`config.mk`:
```
export PLATFORM = sky130hd
export DESIGN_NAME = fir_lowpass_with_peak_level_flat
export DESIGN_NICKNAME = d
export VERILOG_FILES = /design/src/firpk_pkg.sv /design/src/firpk_if.sv /design/src/firpk_ram.sv /design/src/firpk_ctrl.sv /design/src/firpk_dp.sv /design/src/fir_lowpass_with_peak_level.sv /design/src/flat_wrapper.sv
export SDC_FILE = /design/constraint.sdc
export NUM_CORES = 2
export LEC_CHECK = 0
export BUFFER_PORTS_ARGS = -buffer_cell sky130_fd_sc_hd__buf_2
export CELL_PAD_IN_SITES_DETAIL_PLACEMENT = 1
export CELL_PAD_IN_SITES_GLOBAL_PLACEMENT = 1
export CORE_UTILIZATION = 35
export CTS_CLUSTER_DIAMETER = 50
export DETAILED_ROUTE_END_ITERATION = 16
export PLACE_DENSITY = 0.63
export SLEW_MARGIN = 20
export SYNTH_ARGS = -nofsm -noshare
export SYNTH_HDL_FRONTEND = slang
export SYNTH_SLANG_ARGS = --single-unit
```
`constraint.sdc`:
```
create_clock -name i_clk -period 10.6 [get_ports i_clk]
set_clock_uncertainty 0.15 [all_clocks]
set_input_delay 1.06 -clock i_clk [delete_from_list [all_inputs] [get_ports i_clk]]
set_output_delay 1.06 -clock i_clk [all_outputs]
set_load 0.05 [all_outputs]
```
`src/firpk_pkg.sv`:
```
// ----------------------------------------------------------------------------
// firpk_pkg
// shared constants, coefficient table and control types for the fir / peak block
// ----------------------------------------------------------------------------
package firpk_pkg;

    localparam int TAPS      = 53;
    localparam int HALF_TAPS = 27;
    localparam int TAP_W     = 6;
    localparam int SAMPLE_W  = 16;
    localparam int OUT_W     = 18;
    localparam int PEAK_W    = 15;
    localparam int TAIL_W    = 6;

    localparam int LEVEL_LIMIT = 32113;
    localparam int OUT_MAX     = 131071;
    localparam int OUT_MIN     = -131072;

    // half of the symmetric impulse response in q0.28, last entry is the center
    localparam int COEF_Q28 [HALF_TAPS] = '{
        227329, 246334, 0, -353002, -445610, 0, 722880, 913662, 0,
        -1417784, -1740298, 0, 2557125, 3068944, 0, -4366326, -5194777, 0,
        7400295, 8918995, 0, -13573194, -17497282, 0, 36447212, 73634192, 89338072
    };

    typedef struct packed {
        logic             load;
        logic             rd;
        logic             commit;
        logic [TAP_W-1:0] tap;
    } t_cmd;

    typedef struct packed {
        logic pipe_busy;
        logic out_free;
    } t_sts;

    // tap k (0 = oldest) rounded half up to q0.(bits-1), saturated to bits
    function automatic int coef_of(input int k, input int bits);
        int m;
        int s;
        int c;
        int lim;
        m = (k <= TAPS / 2) ? k : TAPS - 1 - k;
        if (m >= HALF_TAPS) begin
            m = HALF_TAPS - 1;
        end
        s   = 28 - (bits - 1);
        c   = (COEF_Q28[m] + (1 << (s - 1))) >>> s;
        lim = (1 << (bits - 1)) - 1;
        if (c > lim) begin
            c = lim;
        end
        if (c < -lim - 1) begin
            c = -lim - 1;
        end
        return c;
    endfunction

endpackage

```
`src/firpk_if.sv`:
```
// ----------------------------------------------------------------------------
// firpk_in_if / firpk_out_if
// valid / ready channels carrying sample requests and filter results
// ----------------------------------------------------------------------------
interface firpk_in_if import firpk_pkg::*; ();
    logic                       valid;
    logic                       ready;
    logic                       chan;
    logic signed [SAMPLE_W-1:0] sample;
    logic                       block_end;

    modport source (output valid, chan, sample, block_end, input ready);
    modport sink   (input valid, chan, sample, block_end, output ready);
endinterface

interface firpk_out_if import firpk_pkg::*; ();
    logic                    valid;
    logic                    ready;
    logic                    out_chan;
    logic signed [OUT_W-1:0] filtered;
    logic                    peak_valid;
    logic [PEAK_W-1:0]       peak_level;
    logic                    level_high;

    modport source (output valid, out_chan, filtered, peak_valid, peak_level, level_high,
                    input ready);
    modport sink   (input valid, out_chan, filtered, peak_valid, peak_level, level_high,
                    output ready);
endinterface

```
`src/firpk_ram.sv`:
```
// ----------------------------------------------------------------------------
// firpk_ram
// generic single write port, single read port ram with registered read data
// ----------------------------------------------------------------------------
module firpk_ram #(
    parameter int  WIDTH = 16,
    parameter int  DEPTH = 106,
    localparam int AW    = (DEPTH > 1) ? $clog2(DEPTH) : 1
) (
    input  logic             i_clk,
    input  logic             i_we,
    input  logic [AW-1:0]    i_waddr,
    input  logic [WIDTH-1:0] i_wdata,
    input  logic [AW-1:0]    i_raddr,
    output logic [WIDTH-1:0] o_rdata
);

    logic [WIDTH-1:0] r_mem [DEPTH];
    logic [WIDTH-1:0] r_rdata;

    always_ff @(posedge i_clk) begin
        if (i_we) begin
            r_mem[i_waddr] <= i_wdata;
        end
        r_rdata <= r_mem[i_raddr];
    end

    assign o_rdata = r_rdata;

endmodule

```
`src/firpk_ctrl.sv`:
```
// ----------------------------------------------------------------------------
// firpk_ctrl
// sequencer: takes a request, steps the taps, waits for the mac pipe, commits
// ----------------------------------------------------------------------------
module firpk_ctrl import firpk_pkg::*; (
    input  logic i_clk,
    input  logic i_rst_n,
    input  logic i_in_valid,
    output logic o_in_ready,
    input  t_sts i_sts,
    output t_cmd o_cmd
);

    localparam logic [1:0] S_IDLE  = 2'd0;
    localparam logic [1:0] S_READ  = 2'd1;
    localparam logic [1:0] S_DRAIN = 2'd2;
    localparam logic [1:0] S_DONE  = 2'd3;

    localparam logic [TAP_W-1:0] LAST_TAP = TAP_W'(TAPS - 1);

    logic [1:0]       r_state, n_state;
    logic [TAP_W-1:0] r_tap, n_tap;

    always_comb begin
        n_state      = r_state;
        n_tap        = r_tap;
        o_cmd.load   = 1'b0;
        o_cmd.rd     = 1'b0;
        o_cmd.commit = 1'b0;
        o_cmd.tap    = r_tap;
        o_in_ready   = 1'b0;
        case (r_state)
            S_IDLE: begin
                o_in_ready = 1'b1;
                if (i_in_valid) begin
                    o_cmd.load = 1'b1;
                    n_tap      = '0;
                    n_state    = S_READ;
                end
            end
            S_READ: begin
                o_cmd.rd = 1'b1;
                if (r_tap == LAST_TAP) begin
                    n_state = S_DRAIN;
                end else begin
                    n_tap = r_tap + 1'b1;
                end
            end
            S_DRAIN: begin
                if (!i_sts.pipe_busy) begin
                    n_state = S_DONE;
                end
            end
            S_DONE: begin
                // hold the result until the output register can take it
                if (i_sts.out_free) begin
                    o_cmd.commit = 1'b1;
                    n_state      = S_IDLE;
                end
            end
            default: begin
                n_state = S_IDLE;
            end
        endcase
    end

    always_ff @(posedge i_clk) begin
        if (!i_rst_n) begin
            r_state <= S_IDLE;
            r_tap   <= '0;
        end else begin
            r_state <= n_state;
            r_tap   <= n_tap;
        end
    end

endmodule

```
`src/firpk_dp.sv`:
```
// ----------------------------------------------------------------------------
// firpk_dp
// history ram, shared multiply-accumulate, rounding, peak meter, output register
// ----------------------------------------------------------------------------
module firpk_dp import firpk_pkg::*; #(
    parameter int CHANNELS  = 2,
    parameter int COEF_BITS = 18
) (
    input  logic                    i_clk,
    input  logic                    i_rst_n,
    input  logic                    i_chan,
    input  logic signed [SAMPLE_W-1:0] i_sample,
    input  logic                    i_block_end,
    input  t_cmd                    i_cmd,
    output t_sts                    o_sts,
    input  logic                    i_out_ready,
    output logic                    o_out_valid,
    output logic                    o_out_chan,
    output logic signed [OUT_W-1:0] o_filtered,
    output logic                    o_peak_valid,
    output logic [PEAK_W-1:0]       o_peak_level,
    output logic                    o_level_high
);

    localparam int DEPTH  = CHANNELS * TAPS;
    localparam int AW     = $clog2(DEPTH);
    localparam int CH_W   = (CHANNELS > 1) ? $clog2(CHANNELS) : 1;
    localparam int PROD_W = COEF_BITS + SAMPLE_W;
    localparam int ACC_W  = PROD_W + TAIL_W;
    localparam int FRAC   = COEF_BITS - 1;

    localparam logic signed [ACC_W-1:0] RND_HALF = ACC_W'(1) << (FRAC - 1);
    localparam logic signed [ACC_W-1:0] SAT_HI   = ACC_W'(OUT_MAX);
    localparam logic signed [ACC_W-1:0] SAT_LO   = ACC_W'(OUT_MIN);
    localparam logic [TAP_W:0]          TAPS_X   = (TAP_W + 1)'(TAPS);
    localparam logic [TAP_W-1:0]        LAST_PTR = TAP_W'(TAPS - 1);
    localparam logic [PEAK_W-1:0]       LIMIT    = PEAK_W'(LEVEL_LIMIT);

    // current request
    logic                       r_chan;
    logic [CH_W-1:0]            r_ch;
    logic signed [SAMPLE_W-1:0] r_sample;
    logic                       r_end;
    logic [TAP_W-1:0]           r_ptr_cur;
    logic [AW-1:0]              r_base;

    // per-channel state
    logic [TAP_W-1:0]  r_ptr  [CHANNELS];
    logic [PEAK_W-1:0] r_peak [CHANNELS];
    logic [DEPTH-1:0]  r_hvalid;

    // mac pipe
    logic                        r_v1, r_v2, r_hv1;
    logic signed [COEF_BITS-1:0] r_coef;
    logic signed [PROD_W-1:0]    r_prod;
    logic signed [ACC_W-1:0]     r_acc;

    // output register
    logic                    r_out_valid;
    logic                    r_out_chan;
    logic signed [OUT_W-1:0] r_filtered;
    logic                    r_peak_valid;
    logic [PEAK_W-1:0]       r_peak_level;
    logic                    r_level_high;

    logic [CH_W-1:0]            n_ch;
    logic [TAP_W:0]             n_idx_sum, n_idx;
    logic [AW-1:0]              n_raddr, n_waddr;
    logic [SAMPLE_W-1:0]        w_rdata;
    logic signed [SAMPLE_W-1:0] n_hdata;
    logic signed [ACC_W-1:0]    n_rnd, n_shr;
    logic signed [OUT_W-1:0]    n_filtered;
    logic [SAMPLE_W-1:0]        n_neg;
    logic [PEAK_W-1:0]          n_mag, n_peak_max;
    logic                       n_out_free;

    assign n_ch = (CHANNELS > 1) ? CH_W'(i_chan) : '0;

    // tap k reads history entry (pointer + k) mod taps, pointer marks the oldest
    assign n_idx_sum = {1'b0, r_ptr_cur} + {1'b0, i_cmd.tap};
    assign n_idx     = (n_idx_sum >= TAPS_X) ? n_idx_sum - TAPS_X : n_idx_sum;
    assign n_raddr   = r_base + AW'(n_idx);
    assign n_waddr   = r_base + AW'(r_ptr_cur);

    firpk_ram #(
        .WIDTH (SAMPLE_W),
        .DEPTH (DEPTH)
    ) u_hist (
        .i_clk   (i_clk),
        .i_we    (i_cmd.commit),
        .i_waddr (n_waddr),
        .i_wdata (r_sample),
        .i_raddr (n_raddr),
        .o_rdata (w_rdata)
    );

    // entries never written since reset read as zero
    assign n_hdata = r_hv1 ? $signed(w_rdata) : '0;

    assign n_rnd = r_acc + RND_HALF;
    assign n_shr = n_rnd >>> FRAC;

    always_comb begin
        if (n_shr > SAT_HI) begin
            n_filtered = OUT_W'(SAT_HI);
        end else if (n_shr < SAT_LO) begin
            n_filtered = OUT_W'(SAT_LO);
        end else begin
            n_filtered = n_shr[OUT_W-1:0];
        end
    end

    // magnitude with the most negative sample clipped to full scale
    assign n_neg      = (~r_sample) + 1'b1;
    assign n_mag      = r_sample[SAMPLE_W-1] ? (n_neg[SAMPLE_W-1] ? '1 : n_neg[PEAK_W-1:0])
                                             : r_sample[PEAK_W-1:0];
    assign n_peak_max = (n_mag > r_peak[r_ch]) ? n_mag : r_peak[r_ch];

    assign n_out_free      = !r_out_valid || i_out_ready;
    assign o_sts.pipe_busy = r_v1 || r_v2;
    assign o_sts.out_free  = n_out_free;

    // payload registers
    always_ff @(posedge i_clk) begin
        if (i_cmd.load) begin
            r_chan    <= i_chan;
            r_ch      <= n_ch;
            r_sample  <= i_sample;
            r_end     <= i_block_end;
            r_ptr_cur <= r_ptr[n_ch];
            r_base    <= AW'(n_ch) * AW'(TAPS);
        end
        r_coef <= COEF_BITS'(coef_of(int'(i_cmd.tap), COEF_BITS));
        r_hv1  <= r_hvalid[n_raddr];
        r_prod <= r_coef * n_hdata;
        if (i_cmd.load) begin
            r_acc <= '0;
        end else if (r_v2) begin
            r_acc <= r_acc + {{TAIL_W{r_prod[PROD_W-1]}}, r_prod};
        end
        if (i_cmd.commit) begin
            r_out_chan <= r_chan;
            r_filtered <= n_filtered;
            r_peak_valid <= r_end;
            r_peak_level <= r_end ? n_peak_max : '0;
            r_level_high <= r_end && (n_peak_max >= LIMIT);
        end
    end

    // control and per-channel state
    always_ff @(posedge i_clk) begin
        if (!i_rst_n) begin
            r_v1        <= 1'b0;
            r_v2        <= 1'b0;
            r_out_valid <= 1'b0;
            r_hvalid    <= '0;
            for (int c = 0; c < CHANNELS; c++) begin
                r_ptr[c]  <= '0;
                r_peak[c] <= '0;
            end
        end else begin
            r_v1 <= i_cmd.rd;
            r_v2 <= r_v1;
            if (i_cmd.commit) begin
                r_hvalid[n_waddr] <= 1'b1;
                r_ptr[r_ch]       <= (r_ptr_cur == LAST_PTR) ? '0 : r_ptr_cur + 1'b1;
                r_peak[r_ch]      <= r_end ? '0 : n_peak_max;
                r_out_valid       <= 1'b1;
            end else if (i_out_ready) begin
                r_out_valid <= 1'b0;
            end
        end
    end

    assign o_out_valid  = r_out_valid;
    assign o_out_chan   = r_out_chan;
    assign o_filtered   = r_filtered;
    assign o_peak_valid = r_peak_valid;
    assign o_peak_level = r_peak_level;
    assign o_level_high = r_level_high;

endmodule

```
`src/fir_lowpass_with_peak_level.sv`:
```
// ----------------------------------------------------------------------------
// fir_lowpass_with_peak_level
// 53-tap symmetric low-pass fir per channel with a per-channel peak meter
// ----------------------------------------------------------------------------
// usage:
// i_in carries one request: channel, signed q0.15 sample and a block-end flag.
// o_out carries one result per request: the channel, the q2.15 filter output
// over the 53 earlier samples of that channel (rounded, saturated), and on a
// block end the peak magnitude of the block with its high-level flag.
// sequence: a request is taken only in idle, after the last one is committed.
// the 53 taps go one per cycle through a single shared multiplier fed by one
// history ram read port, then the mac pipe drains and the result is committed
// as soon as the output register is free.
// reset: history reads as zero, history pointers and peaks are cleared.
// stall: a result waiting on o_out does not block the next request; it is
// accepted and computed, and only its commit waits for the output register.
// ----------------------------------------------------------------------------
module fir_lowpass_with_peak_level import firpk_pkg::*; #(
    parameter int CHANNELS  = 2,
    parameter int COEF_BITS = 18
) (
    input  logic        i_clk,
    input  logic        i_rst_n,
    firpk_in_if.sink    i_in,
    firpk_out_if.source o_out
);

    t_cmd w_cmd;
    t_sts w_sts;
    logic w_in_ready;

    firpk_ctrl u_ctrl (
        .i_clk      (i_clk),
        .i_rst_n    (i_rst_n),
        .i_in_valid (i_in.valid),
        .o_in_ready (w_in_ready),
        .i_sts      (w_sts),
        .o_cmd      (w_cmd)
    );

    firpk_dp #(
        .CHANNELS  (CHANNELS),
        .COEF_BITS (COEF_BITS)
    ) u_dp (
        .i_clk        (i_clk),
        .i_rst_n      (i_rst_n),
        .i_chan       (i_in.chan),
        .i_sample     (i_in.sample),
        .i_block_end  (i_in.block_end),
        .i_cmd        (w_cmd),
        .o_sts        (w_sts),
        .i_out_ready  (o_out.ready),
        .o_out_valid  (o_out.valid),
        .o_out_chan   (o_out.out_chan),
        .o_filtered   (o_out.filtered),
        .o_peak_valid (o_out.peak_valid),
        .o_peak_level (o_out.peak_level),
        .o_level_high (o_out.level_high)
    );

    assign i_in.ready = w_in_ready;

    // commit only into a free output slot
    a_commit_free: assert property (@(posedge i_clk) disable iff (!i_rst_n)
        w_cmd.commit |-> (!o_out.valid || o_out.ready))
        else $error("result committed over a pending result");

    // the ram port is never read and written for history in the same cycle
    a_no_rd_commit: assert property (@(posedge i_clk) disable iff (!i_rst_n)
        !(w_cmd.rd && w_cmd.commit))
        else $error("history read during commit");

    // a new request finds the mac pipe empty
    a_pipe_empty: assert property (@(posedge i_clk) disable iff (!i_rst_n)
        (i_in.valid && i_in.ready) |-> !w_sts.pipe_busy)
        else $error("request accepted with mac pipe busy");

    // after a request is taken the first tap read follows
    a_read_follows: assert property (@(posedge i_clk) disable iff (!i_rst_n)
        (i_in.valid && i_in.ready) |=> (w_cmd.rd && !i_in.ready))
        else $error("tap sequence did not start");

endmodule

```
`src/flat_wrapper.sv`:
```
// flat-port wrapper written by rule: the top's interface ports become plain ports
module fir_lowpass_with_peak_level_flat import firpk_pkg::*;
#(
    parameter int CHANNELS  = 2,
    parameter int COEF_BITS = 18
)
  (i_clk, i_rst_n, i_in_valid, i_in_chan, i_in_sample, i_in_block_end, i_in_ready, o_out_valid, o_out_out_chan, o_out_filtered, o_out_peak_valid, o_out_peak_level, o_out_level_high, o_out_ready);
  firpk_in_if i_in_i ();
  firpk_out_if o_out_i ();
  input  logic i_clk;
  input  logic i_rst_n;
  input wire logic [$bits(i_in_i.valid)-1:0] i_in_valid;
  input wire logic [$bits(i_in_i.chan)-1:0] i_in_chan;
  input wire logic [$bits(i_in_i.sample)-1:0] i_in_sample;
  input wire logic [$bits(i_in_i.block_end)-1:0] i_in_block_end;
  output wire logic [$bits(i_in_i.ready)-1:0] i_in_ready;
  output wire logic [$bits(o_out_i.valid)-1:0] o_out_valid;
  output wire logic [$bits(o_out_i.out_chan)-1:0] o_out_out_chan;
  output wire logic [$bits(o_out_i.filtered)-1:0] o_out_filtered;
  output wire logic [$bits(o_out_i.peak_valid)-1:0] o_out_peak_valid;
  output wire logic [$bits(o_out_i.peak_level)-1:0] o_out_peak_level;
  output wire logic [$bits(o_out_i.level_high)-1:0] o_out_level_high;
  input wire logic [$bits(o_out_i.ready)-1:0] o_out_ready;
  assign i_in_i.valid = i_in_valid;
  assign i_in_i.chan = i_in_chan;
  assign i_in_i.sample = i_in_sample;
  assign i_in_i.block_end = i_in_block_end;
  assign i_in_ready = i_in_i.ready;
  assign o_out_valid = o_out_i.valid;
  assign o_out_out_chan = o_out_i.out_chan;
  assign o_out_filtered = o_out_i.filtered;
  assign o_out_peak_valid = o_out_i.peak_valid;
  assign o_out_peak_level = o_out_i.peak_level;
  assign o_out_level_high = o_out_i.level_high;
  assign o_out_i.ready = o_out_ready;
  fir_lowpass_with_peak_level #(.CHANNELS(CHANNELS), .COEF_BITS(COEF_BITS)) u_core (.i_clk(i_clk), .i_rst_n(i_rst_n), .i_in(i_in_i), .o_out(o_out_i));
endmodule
```
### Word level (Yosys, flattened, before mapping)

Memory sizes are Yosys's and may differ from the RTL's. A register that Yosys moved wholly into a read port is not among the register bits.
Index checks and enable logic that the tools add are counted.

* add/subtract/negate cells: 11
* multiply operators: 2
* order comparisons: 13
* equality and inequality tests: 10
* mux-type cells: 45
* bitwise logic cells: 3
* reductions and logical operators: 12

Operators with widths (number)
* $mux 32: 5
* $or 106x106->106: 1
* $mux 15: 5
* $ge 32x6->1 const B: 2
* $add 40x18->40 const B: 1
* $add 40x40->40: 1
* $mul 18x16->34: 1
* $add 32x12->32 const B: 1
* $lt 32x18->1 const B: 1
* $not 32->32: 1
* $mux 6: 4
* $gt 23x18->1 const B: 1
* $lt 23x18->1 const B: 1
* $gt 21x18->1 const B: 1
* $mux 1: 20
* $mux 18: 1
* $add 16x1->16 const B: 1
* $lt 7x8->1 const B: 2
* $mux 16: 1
* $not 16->16: 1
* $ge 15x15->1 const B: 1
* $gt 15x15->1: 1
* $reduce_or 15->1: 1
* $add 6x1->6 const B: 2
* 27 further kinds: 39

* register bits after elaboration: 271
* bits in writable memories: 1738
* memory bits (read-only): 1024
* input port bits: 22
* memories: 4

Memories
* u_core.u_dp.u_hist.r_mem: depth 106, bits a word 16, rd ports 1, clocked after memory_dff 1, write ports 1, RTL line firpk_ram.sv:18 `logic [WIDTH-1:0] r_mem [DEPTH];`
* (name not given): depth 32, bits a word 32, rd ports 1, clocked after memory_dff 0, write ports 0, RTL line firpk_pkg.sv:49 `c = (COEF_Q28[m] + (1 << (s - 1))) >>> s;`
* u_core.u_dp.r_peak: depth 2, bits a word 15, rd ports 1, clocked after memory_dff 1, write ports 2, RTL line firpk_dp.sv:49 `logic [PEAK_W-1:0] r_peak [CHANNELS];`
* u_core.u_dp.r_ptr: depth 2, bits a word 6, rd ports 1, clocked after memory_dff 1, write ports 2, RTL line firpk_dp.sv:48 `logic [TAP_W-1:0] r_ptr [CHANNELS];`

### Logic depth before layout (Yosys ltp)

* depth after elaboration: 12
* depth in mapped cells: 28
* depth with buffers taken out: 25

### Hierarchy

Synthesis repeated with hierarchy kept, for this count alone.

* cells, all modules: 5925
* area total of the unflattened synthesis: 93203.1 um^2

Modules (own cells, without submodules)
* firpk_ram: times used 1, cells an instance 2939, area each 65305.1 um^2
* firpk_dp: times used 1, cells an instance 2922, area each 27352.5 um^2
* firpk_ctrl: times used 1, cells an instance 64, area each 545.5 um^2

### Worst setup path before layout

OpenSTA, ideal clock, no wires.

* path type: register -> register
* start point: register u_core.u_dp.r_hv1
* end point: register u_core.u_dp.r_prod[32]
* setup time: 0.072 ns
* data arrival time: 7.196 ns
* path slack: 3.182 ns
* stages on the path, launching flop included: 29
* period minus slack after synthesis: 7.418 ns
* cell sequence: dfxtp_1 clkbuf_1 and2_1 clkbuf_1 clkbuf_1 nand2_1 fa_1 inv_1 fa_1 inv_1 fa_1 inv_1 fa_1 inv_1 fa_1 inv_1 fa_1 ha_1 a21o_1 a21o_1 a221o_1 a221o_1 a22o_1 a41oi_1 a21oi_1 o41ai_1 o21bai_1 a21oi_1 xnor2_1

* longest elaborated chain between the ends: 2

RTL lines
* start, declared: RTL line firpk_dp.sv:53 `logic r_v1, r_v2, r_hv1;`
* start signal, assigned: RTL line firpk_dp.sv:134 `r_hv1 <= r_hvalid[n_raddr];`
* $mux 16: RTL line firpk_dp.sv:98 `assign n_hdata = r_hv1 ? $signed(w_rdata) : '0;`
* $mul 18x16->34: RTL line firpk_dp.sv:135 `r_prod <= r_coef * n_hdata;`
* end signal, assigned: RTL line firpk_dp.sv:135
* end, declared: RTL line firpk_dp.sv:55 `logic signed [PROD_W-1:0] r_prod;`

No other way between the ends.
A chain may end at the register's enable or synchronous reset.

### Worst setup path in the final report

Ends and elaborated chain as after synthesis.

==> summary.txt <==
Outcome
  • Status: finished clean

Placed design
  • DP Worst Slack: 2.11 ns
  • Dpl cell area: 98200 µm²
  • PortBufs: 59
  • Global placer's final weighted congestion: 0.830
  • Post-DP HPWL: 162000 µm
  • Placed insts: 9288

Power
  • Power density cells: 328 nW/µm²
  • Sequential fraction of design power: 27.8%
  • Pint: 20.7 mW
  • Static leakage: 37.3 nW
  • Switching fraction of total power: 40.6%
  • Total power draw: 34.9 mW
  • Logic pwr share: 48.4%
  • Maximum VDD drop: 0.420 mV
  • Clock power share: 23.8%
  • Net Switching: 14.1 mW

Clock tree
  • Clock slew seen by the registers of the worst setup and hold paths: 0.06 ns
  • TritonCTS Sinks: 2025
  • Max clock buf depth: 4
  • Worst-skew pair later-pin latency: 0.92 ns
  • # hold bufs at CTS: 0
  • H-tree depth: 4
  • Clk root buf: clkbuf_16
  • Post-CTS setup buffer count: 0
  • CTS tree: built
  • Post-CTS sizing: 0
  • TritonCTS buffer count: 240

Floorplan
  • Row count: 188
  • Die ar.: 268000 µm²
  • Die H: 517 µm
  • I/O Pins: 60
  • Core area: 263000 µm²
  • Die width: 517 µm
  • Initial Util: 35.3%

Synthesis
  • Post-synth EDFFs: 1798
  • Fraction of the yosys area taken by sequential cells: 63.0%
  • Synthesized area per cell: 16.0 µm²
  • Mapped Cells: 5818
  • Async set-reset flop share out of synthesis: 0%
  • Post-synth top flop: edfxtp_1
  • Unique masters post-synth: 94
  • Ys Warns: 0
  • Yosys reg bits: 2025
  • Syn nets: 6310
  • Mapped Area: 93000 µm²

Detailed routing
  • Final WL: 259000 µm
  • DR pass1 iterations: 6
  • DR iter-0 viols: 4124
  • Vias/cell: 5.38
  • DR vias: 52300
  • Antenna-violating nets left: 0
  • DRC: 0
  • WL/cell: 26.6 µm

STA
  • Minimum hold slack: 0.218 ns
  • Max Fclk: 0.118 GHz
  • RSZ-0062 raised after global routing: no
  • Final Cycle Share: 80.1%
  • Rel. slew slack: 20.6%
  • Setup tns final: 0 ns
  • Final setup fails: 0
  • Slew Viols, Final: 0
  • Least-Margin Pin Slew: 1.19 ns
  • Final min period: 8.49 ns
  • Final hold violations: 0
  • Fin worst setup slack: 2.11 ns

Layout
  • FILL cells: 26200
  • Area grow syn2layout: 14.3%
  • Non-filler instance count after layout: 9735
  • Layout cells sized above 1: 19.1%
  • Nets: 6507
  • Finished Cell Area: 106000 µm²
  • Final core utilization: 40.4%

Global route
  • First-pass GRT wire length: 380000 µm
  • GRT overflow: 0
  • GRT Resource Usage Total: 19.2%
  • Vias in the first global route: 56100
  • Pin count of the biggest net entering global routing: 114
  • Initial antenna violation count: 13

Flow run
  • Max-cap violations: 0

Critical path
  • Setup CP Type: flip-flop to flip-flop
  • Worst endpoint required time: 11.20 ns
  • Worst Path Arrival: 9.09 ns
  • CP Capture Type: flip-flop
  • Crit start category: flip-flop
  • CP max FO: 93

Worst hold path
  • Worst min path class: primary input to flip-flop
==> final timing paths <==
kind                            cells past startpoint  slack, ns              start                 endpoint
worst max-delay path                               25       2.11  u_core.u_dp.r_hv1   u_core.u_dp.r_prod[32]
worst min-delay path                                1       0.22     i_in_sample[3]  u_core.u_dp.r_sample[3]
worst max register to register                     25       2.11  u_core.u_dp.r_hv1   u_core.u_dp.r_prod[32]
worst min register to register                      1       0.31   u_core.u_dp.r_v1         u_core.u_dp.r_v2
==> cells by family after synthesis <==
logic type / count (synthesis) / share of synthesized area [%]
AO/OA/AOI/OAI: 819 / 5.96
AND/OR/NAND/NOR: 1134 / 5.93
multiplexers: 588 / 12.4
adder cells (fa/ha/maj): 470 / 8.69
XOR/XNOR: 124 / 1.21
buffers and inverters: 658 / 2.82
flip-flops: 2025 / 63.0
==> per-layer routing <==
| metal | vias to the layer above | GRT usage, % | routed length (µm) |
|---|---|---|---|
| met5 | - | 0 | 0 |
| met4 | 0 | 6.44 | 8730 |
| met3 | 399 | 2.94 | 13300 |
| met2 | 1367 | 32.4 | 127000 |
| met1 | 28000 | 25.3 | 110000 |
| li1 | 22600 | - | - |
==> sequential cells by signal (all words and copies together) (netlist names), 2 cells and up, named ones only <==
signal	cells
u_core.u_ctrl.r_state	2
u_core.u_ctrl.r_tap	6
u_core.u_dp.o_filtered	18
u_core.u_dp.o_peak_level	15
u_core.u_dp.r_acc	40
u_core.u_dp.r_coef	18
u_core.u_dp.r_hvalid	106
u_core.u_dp.r_peak	30
u_core.u_dp.r_prod	34
u_core.u_dp.r_ptr	12
u_core.u_dp.r_ptr_cur	6
u_core.u_dp.r_sample	16
u_core.u_dp.u_hist.o_rdata	16
u_core.u_dp.u_hist.r_mem	1696
==> power groups by stage <==
stage	Sequential, mW	Clock (mW)	Combinational (mW)
2_1_floorplan	9.90	0	11.0
3_3_place_gp	9.83	0	16.9
3_5_place_dp	9.84	0	17.0
4_1_cts	9.67	8.45	17.1
5_1_grt	9.70	8.73	18.1
6_report	9.68	8.29	16.9
==> synthesized netlist by cell type, drive strengths merged, types with 22 or more instances <==
cell type  number  area share [%]
o21a          129             1.0
nand2b         22            0.15
edfxtp       1798              58
nand2         329             1.3
and2           73            0.49
mux4          449              11
nor3           28            0.17
and3          144            0.97
a211oi        175             1.4
clkbuf        210            0.85
a21o           47            0.38
nand3          81            0.45
inv           359             1.4
mux2i         122             1.3
o21ai         118            0.64
xnor2          80            0.79
a31oi          37            0.25
nor2b          81            0.55
dfxtp         227             4.9
ha            177             2.4
a21oi         180            0.97
nor2          296             1.2
xor2           44            0.42
fa            293             6.3
buf            89            0.52
==> worst max-delay path, stage by stage, from the launching register on <==
cell and delay (ns):
dfxtp_4 0.84, buf_4 0.45, and2_1 0.59, nand2_1 0.18
fa_1 0.56, inv_1 0.05, fa_1 0.50, inv_1 0.05
fa_1 0.47, inv_1 0.06, fa_1 0.53, inv_1 0.06
fa_1 0.53, inv_1 0.05, fa_1 0.47, ha_1 0.38
a21o_1 0.20, a221o_1 0.35, a221o_1 0.33, a22o_1 0.29
a41oi_1 0.30, a21oi_1 0.14, o41ai_1 0.43, o21bai_1 0.11
a21oi_1 0.18, xnor2_1 0.13
==> area by class of cell <==
cell class	count	area (µm²)	area share, %
Timing Repair Buffer	254	1940	1.83
Tap cell	3515	4400	4.14
Sequential cell	2025	58500	55.1
Multi-Input combinational cell	3135	32000	30.1
Clock buffer	302	6530	6.14
Inverter	359	1350	1.27
Antenna cell	3	7.51	0.00707
Clock inverter	142	1490	1.40
==> layout by cell type (no fill, tap or decap), types with 21 or more instances in the layout <==
master,n
inv_1,357
nand2_1,328
nand2b_1,22
nand3_1,79
nor2b_1,80
clkinv_1,26
inv_6,29
buf_4,180
mux4_2,445
dfxtp_1,225
clkbuf_1,39
and3_1,144
and2_1,71
ha_1,175
bufinv_16,21
fa_1,293
a31oi_1,37
clkbuf_16,245
nor3_1,25
a21oi_1,179
edfxtp_1,1798
nor2_1,268
xnor2_1,74
nor2_2,25
buf_2,58
o21ai_0,115
clkinv_2,29
mux2i_1,122
a21o_1,47
xor2_1,42
a211oi_1,172
o21a_1,129
(Power assumes the default switching activity.)
